**src/design/cwdc_pkg.sv**
```systemverilog
package cwdc_pkg;

	localparam logic [11:0] YEAR_BASE    = 12'd2018;
	localparam logic [11:0] YEAR_RESET   = 12'd2018;
	localparam logic [5:0]  MAX_DAY      = 6'd31;
	localparam logic [5:0]  MAX_WEEK     = 6'd53;
	localparam logic [2:0]  MAX_WEEKDAY  = 3'd6;
	localparam logic [2:0]  SUNDAY       = 3'd6;
	localparam logic [8:0]  LEAP_DAY_DOY = 9'd60;
	localparam logic [8:0]  YEAR_DAYS    = 9'd365;
	localparam logic [3:0]  FEBRUARY     = 4'd2;
	localparam logic [4:0]  LEAP_DAY_DOM = 5'd29;
	localparam logic [8:0]  RECIP_SEVEN  = 9'd73;   // 73 / 512 just under 1/7

	typedef enum logic {
		CMD_DATE_TO_WEEK = 1'b0,
		CMD_WEEK_TO_DATE = 1'b1
	} cmd_t;

	// per-year facts, held next to the year register
	typedef struct packed {
		logic       bad;    // year below the base year
		logic       leap;
		logic [2:0] jan1;   // weekday of january 1, 0 = monday
	} year_info_t;

	// days in the months before month index m (0 = january)
	function automatic logic [8:0] days_before(input logic [3:0] m);
		logic [8:0] d;
		case (m)
			4'd0:    d = 9'd0;
			4'd1:    d = 9'd31;
			4'd2:    d = 9'd59;
			4'd3:    d = 9'd90;
			4'd4:    d = 9'd120;
			4'd5:    d = 9'd151;
			4'd6:    d = 9'd181;
			4'd7:    d = 9'd212;
			4'd8:    d = 9'd243;
			4'd9:    d = 9'd273;
			4'd10:   d = 9'd304;
			4'd11:   d = 9'd334;
			default: d = 9'd0;
		endcase
		return d;
	endfunction

	// remainder by seven through octal digit folding, 8 = 1 mod 7
	function automatic logic [2:0] mod7(input logic [12:0] x);
		logic [14:0] w;
		logic [5:0]  s1;
		logic [3:0]  s2;
		w  = {2'b00, x};
		s1 = 6'(w[2:0]) + 6'(w[5:3]) + 6'(w[8:6]) + 6'(w[11:9]) + 6'(w[14:12]);
		s2 = 4'(s1[2:0]) + 4'(s1[5:3]);
		if (s2 >= 4'd7)
			s2 = s2 - 4'd7;
		return s2[2:0];
	endfunction

endpackage

```
**src/design/cwdc_year.sv**
```systemverilog
module cwdc_year
	import cwdc_pkg::*;
(
	input  logic        clk,
	input  logic        arst_n,
	input  logic        cfg_valid,
	output logic        cfg_ready,
	input  logic [11:0] calendar_year,
	output year_info_t  info
);

	year_info_t  info_q;
	year_info_t  info_d;
	logic [11:0] span;
	logic [12:0] leaps;
	logic [12:0] total;

	assign cfg_ready = 1'b1;

	// derive from the incoming word so the facts land with the register
	always_comb begin
		span        = calendar_year - YEAR_BASE;
		info_d.bad  = calendar_year < YEAR_BASE;
		info_d.leap = calendar_year[1:0] == 2'b00;
		leaps       = (13'(span) + 13'd2) >> 2;
		if (info_d.leap)
			leaps = leaps - 13'd1;
		total       = 13'(span) + leaps;
		info_d.jan1 = mod7(total);
	end

	always_ff @(posedge clk or negedge arst_n) begin
		if (!arst_n) begin
			info_q <= '{bad: 1'b0, leap: 1'b0, jan1: 3'd0};
		end else if (cfg_valid && cfg_ready) begin
			info_q <= info_d;
		end
	end

	// the year itself is only needed through its derived facts
	assign info = info_q;

endmodule

```
**src/design/cwdc_fwd.sv**
```systemverilog
module cwdc_fwd
	import cwdc_pkg::*;
(
	input  logic [3:0] month,
	input  logic [5:0] day_of_month,
	input  year_info_t info,
	output logic [5:0] week_number,
	output logic [2:0] weekday,
	output logic [8:0] day_of_year,
	output logic       error
);

	logic [8:0]  doy;
	logic [8:0]  t;
	logic [8:0]  x;
	logic [15:0] prod;
	logic [6:0]  q;
	logic [8:0]  r;

	always_comb begin
		error = !(month inside {[4'd1:4'd12]}) || (day_of_month > MAX_DAY);
		doy   = days_before(month - 4'd1) + 9'(day_of_month);
		if (info.leap && month > FEBRUARY)
			doy = doy + 9'd1;
		t     = doy + 9'(info.jan1);
		x     = t - 9'd1;
		// divide by seven: reciprocal estimate, then one correction
		prod  = 16'(x) * 16'(RECIP_SEVEN);
		q     = prod[15:9];
		r     = x - 9'(q) * 9'd7;
		if (r >= 9'd7) begin
			q = q + 7'd1;
			r = r - 9'd7;
		end
		if (t == 9'd0) begin
			week_number = 6'd0;
			weekday     = SUNDAY;
		end else begin
			week_number = q[5:0];
			weekday     = r[2:0];
		end
		day_of_year = doy;
	end

endmodule

```
**src/design/cwdc_inv.sv**
```systemverilog
module cwdc_inv
	import cwdc_pkg::*;
(
	input  logic [5:0] week_in,
	input  logic [2:0] weekday_in,
	input  year_info_t info,
	output logic [3:0] month_out,
	output logic [4:0] day_out,
	output logic       error
);

	logic [8:0] t;
	logic [8:0] doy;
	logic [8:0] last;
	logic [3:0] m;
	logic [8:0] dom;

	always_comb begin
		t    = 9'(week_in) * 9'd7 + 9'(weekday_in) + 9'd1;
		doy  = t - 9'(info.jan1);
		last = YEAR_DAYS + 9'(info.leap);
		error = (week_in > MAX_WEEK) || (weekday_in > MAX_WEEKDAY)
			|| (t <= 9'(info.jan1)) || (doy > last);
		if (info.leap && doy > LEAP_DAY_DOY)
			doy = doy - 9'd1;
		// month index = number of month starts that lie before doy
		m = 4'd0;
		for (int i = 1; i < 12; i++) begin
			if (days_before(4'(i)) < doy)
				m = m + 4'd1;
		end
		dom = doy - days_before(m);
		if (info.leap && t - 9'(info.jan1) == LEAP_DAY_DOY) begin
			month_out = FEBRUARY;
			day_out   = LEAP_DAY_DOM;
		end else begin
			month_out = m + 4'd1;
			day_out   = dom[4:0];
		end
	end

endmodule

```
**src/design/calendar_week_date_converter_top.sv**
```systemverilog
// channel   | handshake              | word
// ----------+------------------------+-----------------------------------------------
// input     | in_valid / in_stall    | command, month, day_of_month, week_in, weekday_in
// result    | out_valid / out_stall  | week_number, weekday, day_of_year, month_out,
//           |                        | day_out, error
// config    | cfg_valid / cfg_ready  | calendar_year
//
// one word per cycle sustained while out_stall is low; each word passes the input register, then the result register
// the conversion is a single pass of table lookup and divide by seven between them
// arst_n clears both valid flags and sets the year to 2018
// out_stall holds the result register; the input register keeps filling until both
// stages are full, then in_stall rises
// cfg_ready is always high; the year's derived facts are latched with the write
module calendar_week_date_converter_top
	import cwdc_pkg::*;
(
	input  logic        clk,
	input  logic        arst_n,

	// configuration
	input  logic        cfg_valid,
	output logic        cfg_ready,
	input  logic [11:0] calendar_year,

	// input channel
	input  logic        in_valid,
	output logic        in_stall,
	input  logic        command,
	input  logic [3:0]  month,
	input  logic [5:0]  day_of_month,
	input  logic [5:0]  week_in,
	input  logic [2:0]  weekday_in,

	// result channel
	output logic        out_valid,
	input  logic        out_stall,
	output logic [5:0]  week_number,
	output logic [2:0]  weekday,
	output logic [8:0]  day_of_year,
	output logic [3:0]  month_out,
	output logic [4:0]  day_out,
	output logic        error
);

	year_info_t info;

	// input register
	logic       valid_s1;
	cmd_t       command_s1;
	logic [3:0] month_s1;
	logic [5:0] day_of_month_s1;
	logic [5:0] week_in_s1;
	logic [2:0] weekday_in_s1;

	// result register
	logic       valid_s2;
	logic [5:0] week_number_s2;
	logic [2:0] weekday_s2;
	logic [8:0] day_of_year_s2;
	logic [3:0] month_out_s2;
	logic [4:0] day_out_s2;
	logic       error_s2;

	// converter outputs
	logic [5:0] fwd_week;
	logic [2:0] fwd_weekday;
	logic [8:0] fwd_doy;
	logic       fwd_err;
	logic [3:0] inv_month;
	logic [4:0] inv_day;
	logic       inv_err;

	// next result word
	logic [5:0] week_number_d;
	logic [2:0] weekday_d;
	logic [8:0] day_of_year_d;
	logic [3:0] month_out_d;
	logic [4:0] day_out_d;
	logic       error_d;

	logic out_free;
	logic load_s1;

	cwdc_year u_year (
		.clk           (clk),
		.arst_n        (arst_n),
		.cfg_valid     (cfg_valid),
		.cfg_ready     (cfg_ready),
		.calendar_year (calendar_year),
		.info          (info)
	);

	cwdc_fwd u_fwd (
		.month        (month_s1),
		.day_of_month (day_of_month_s1),
		.info         (info),
		.week_number  (fwd_week),
		.weekday      (fwd_weekday),
		.day_of_year  (fwd_doy),
		.error        (fwd_err)
	);

	cwdc_inv u_inv (
		.week_in    (week_in_s1),
		.weekday_in (weekday_in_s1),
		.info       (info),
		.month_out  (inv_month),
		.day_out    (inv_day),
		.error      (inv_err)
	);

	// result register empties or drains this cycle
	assign out_free = !valid_s2 || !out_stall;
	assign in_stall = valid_s1 && !out_free;
	assign load_s1  = in_valid && !in_stall;

	// pick the active direction; any error zeroes the other fields
	always_comb begin
		week_number_d = 6'd0;
		weekday_d     = 3'd0;
		day_of_year_d = 9'd0;
		month_out_d   = 4'd0;
		day_out_d     = 5'd0;
		error_d       = 1'b0;
		if (info.bad) begin
			error_d = 1'b1;
		end else begin
			case (command_s1)
				CMD_DATE_TO_WEEK: begin
					if (fwd_err) begin
						error_d = 1'b1;
					end else begin
						week_number_d = fwd_week;
						weekday_d     = fwd_weekday;
						day_of_year_d = fwd_doy;
					end
				end
				CMD_WEEK_TO_DATE: begin
					if (inv_err) begin
						error_d = 1'b1;
					end else begin
						month_out_d = inv_month;
						day_out_d   = inv_day;
					end
				end
				default: error_d = 1'b1;
			endcase
		end
	end

	always_ff @(posedge clk or negedge arst_n) begin
		if (!arst_n) begin
			valid_s1 <= 1'b0;
			valid_s2 <= 1'b0;
		end else begin
			if (!valid_s1 || out_free)
				valid_s1 <= in_valid;
			if (out_free)
				valid_s2 <= valid_s1;
		end
	end

	always_ff @(posedge clk) begin
		if (load_s1) begin
			command_s1      <= cmd_t'(command);
			month_s1        <= month;
			day_of_month_s1 <= day_of_month;
			week_in_s1      <= week_in;
			weekday_in_s1   <= weekday_in;
		end
		if (valid_s1 && out_free) begin
			week_number_s2 <= week_number_d;
			weekday_s2     <= weekday_d;
			day_of_year_s2 <= day_of_year_d;
			month_out_s2   <= month_out_d;
			day_out_s2     <= day_out_d;
			error_s2       <= error_d;
		end
	end

	assign out_valid   = valid_s2;
	assign week_number = week_number_s2;
	assign weekday     = weekday_s2;
	assign day_of_year = day_of_year_s2;
	assign month_out   = month_out_s2;
	assign day_out     = day_out_s2;
	assign error       = error_s2;

endmodule

```
**config.mk**
```make
export PLATFORM = sky130hd
export DESIGN_NAME = calendar_week_date_converter_top
export DESIGN_NICKNAME = d
export VERILOG_FILES = /design/src/design/cwdc_pkg.sv /design/src/design/cwdc_year.sv /design/src/design/cwdc_fwd.sv /design/src/design/cwdc_inv.sv /design/src/design/calendar_week_date_converter_top.sv
export SDC_FILE = /design/constraint.sdc
export NUM_CORES = 1
export LEC_CHECK = 0
export BUFFER_PORTS_ARGS = -buffer_cell sky130_fd_sc_hd__buf_4
export CAP_MARGIN = 25
export CORE_ASPECT_RATIO = 1.1
export CORE_UTILIZATION = 45
export DETAILED_ROUTE_END_ITERATION = 8
export GPL_ROUTABILITY_DRIVEN = 1
export HOLD_SLACK_MARGIN = 0.05
export SLEW_MARGIN = 30
export SYNTH_ARGS = -nofsm -noshare
export SYNTH_HDL_FRONTEND = slang
export SYNTH_SLANG_ARGS = --single-unit
```
**constraint.sdc**
```tcl
create_clock -name clk -period 23.2 [get_ports clk]
set_clock_uncertainty 0.2 [all_clocks]
set_input_delay 4.64 -clock clk [delete_from_list [all_inputs] [get_ports clk]]
set_output_delay 4.64 -clock clk [all_outputs]
set_load 0.1 [all_outputs]
```
==> results_dict.tcl <==
set metrics [dict create \
    drt_wl_total_mm 18.5 \
    firstDrtPassIters 5 \
    synth_enable_flop_cells 48 \
    fin_crit_sh_pct 50.1 \
    dpl-instance-area_um2 9560 \
    slowest_stage "fa_1" \
    post-cts-setup-buffers 0 \
    slowest_delay_ps 530 \
    die_y_um 149 \
    grt_pass1_vias 6781 \
    overflow 0 \
    syn_area_um2 8780 \
    max_cap_violations 0 \
    drc 0 \
    drv_slew 0 \
    antenna_found_initial 0 \
    arrival_ps 11490 \
    start_util_pct 46.0 \
    post-route-util_pct 51.1 \
    max_slew_margin_pct 43.3 \
    ys_async_sr_fraction_pct 12.7 \
    cts_buffers 5 \
    synthFlopType "edfxtp_1" \
    critPathKind "flop to flop" \
    rr_startpoint "month_s1[1]" \
    startpoint "month_s1[1]" \
    grt_first_pass_wirelength_mm 31.7 \
    layout.nets 1273 \
    rsz0062_at_grt "false" \
    wl_per_cell_um 14.0 \
    min_path_type "flop to flop" \
    fp-row-count 53 \
    crit_fanout 11 \
    crit_required_ps 23060 \
    hold_viol_final 0 \
    status "complete, no violations" \
    cts_tree "yes" \
    num_antenna_cells 0 \
    clockRootBuffer "clkbuf_16" \
    clockBufferDepth 2 \
    endpoint_kind "flop" \
    path_clk_slew_ps 70 \
    yosysSeqAreaShare_pct 18.4 \
    ant_nets 0 \
    htreeDepth 2 \
    synthCells 1015 \
    drt-initial-drc-count 191 \
    portBuffers 66 \
    layout_commonest_cell "inv_1" \
    cts-resized-gates 0 \
    max_freq_ghz 0.0860 \
    die_area_um2 20100 \
    via_per_inst 5.37 \
    synth_fp_nets 1211 \
    grt_use_total_pct 19.5 \
    cts.sinks 55 \
    tightest_slew_ps 844 \
    fp.coreArea_um2 19100 \
    fin_crit_ps 11630 \
    startpoint_type "flop" \
    layout_setup_ws_ps 11570 \
    setup-tns-final_ps 0 \
    setup_violations 0 \
    hpwl_mm 15.7 \
    yosysWarnings 0 \
    via_count 7113 \
    syn_avg_cell_area_um2 8.65 \
    syn_to_final_growth_pct 11.1 \
    holdBufCountCts 0 \
    design_area_um2 9750 \
    synth.distinct_cells 89 \
    drive_above_1_share_pct 11.5 \
    clk_latency_ps 310 \
    final_cell_mix "132 x inv_1, 128 x ha_1, 71 x xnor2_1, 69 x buf_4, 67 x a21oi_1" \
    die_w_um 135 \
    num_io_pins 68 \
    pre_cts_ws_ps 11310 \
    grt_max_degree 29 \
    cp_common_cell "inv_1" \
    place_congestion 0.837 \
    hold_start "valid_s1" \
    ys_ff_latch 55 \
]
## flip-flops by register name, summed over array words and instances, names as in the netlist, 4 cells and up
register,count
u_year.info,5
day_of_year,9
month_s1,4
day_out,5
day_of_month_s1,6
month_out,4
week_number,6
week_in_s1,6
## cells by family after synthesis
logic type,Yosys count,synth area share (%)
and+or+nand+nor,274,16.2
AOI/OAI and AO/OA,249,20.0
adders and majority gates,159,25.3
buffers and inverters,146,6.38
xor gates and xnor gates,118,12.2
DFF,55,18.4
muxes,13,1.54
other,1,0.0427
## per-layer routing
layer	vias to the layer above	share of wire, %	wire, um	global-route usage [%]
li1	3709	-	-	-
met1	3302	48	8940	25.6
met2	92	48	8940	34.6
met3	10	2.6	490	2.18
met4	0	0.80	148	3.26
met5	-	0	0	0
## Yosys cell counts, types with 12 or more instances
library cell  number  area (um2)
a21o_1            29         218
a21oi_1           67         335
edfxtp_1          48        1440
fa_1              31         621
ha_1             128        1600
inv_1            132         495
nand2_1           51         191
nand2b_1          12        75.1
nand3_1           26         130
nand4_1           14        87.6
nor2_1            64         240
nor2b_1           18         113
nor3_1            18        90.1
nor4_1            13        81.3
o21ai_0           45         225
o21bai_1          16         120
xnor2_1           72         631
xor2_1            42         368
## cell type report
type,count,area (um2)
Tap cell,247,309
Multi-Input combinational cell,814,6630
Clock inverter,2,60.1
Inverter,132,495
Fill cell,1900,9350
Clock buffer,6,129
Sequential cell,55,1620
Timing Repair Buffer,69,518
## worst max-delay path, delay by kind of cell (launching register included)
| family | cells | cell delay (ps) |
|---|---|---|
| flip-flops | 1 | 490 |
| XOR/XNOR | 5 | 1250 |
| multiplexers | 1 | 250 |
| AND/OR/NAND/NOR | 7 | 1790 |
| adder cells (fa/ha/maj) | 12 | 4580 |
| buffers and inverters | 11 | 1050 |
| AO/OA/AOI/OAI | 12 | 1760 |
## path summary, 6_finish.rpt
| kind | end | slack (ps) | cells past startpoint |
|---|---|---|---|
| max in group asynchronous | u_year.info[4] | 18720 | 1 |
| min in group asynchronous | out_valid | 3930 | 1 |
| worst min register to register | out_valid | 280 | 1 |
| worst max register to register | weekday[1] | 11570 | 48 |
| worst max-delay path | weekday[1] | 11570 | 48 |
| worst min-delay path | out_valid | 280 | 1 |
## metrics by stage
| stage | cells | hold slack, ps |
|---|---|---|
| 5_1_grt | 1325 | 326 |
| 2_1_floorplan | 1015 | 243 |
| 4_1_cts | 1325 | 281 |
| 6_report | 1325 | 279 |
| 3_5_place_dp | 1317 | 258 |
| 3_3_place_gp | 1317 | 258 |
Power is left out: the tool's default activity adds up to more than one toggle a clock period on the data nets, which glitch-free logic cannot reach.
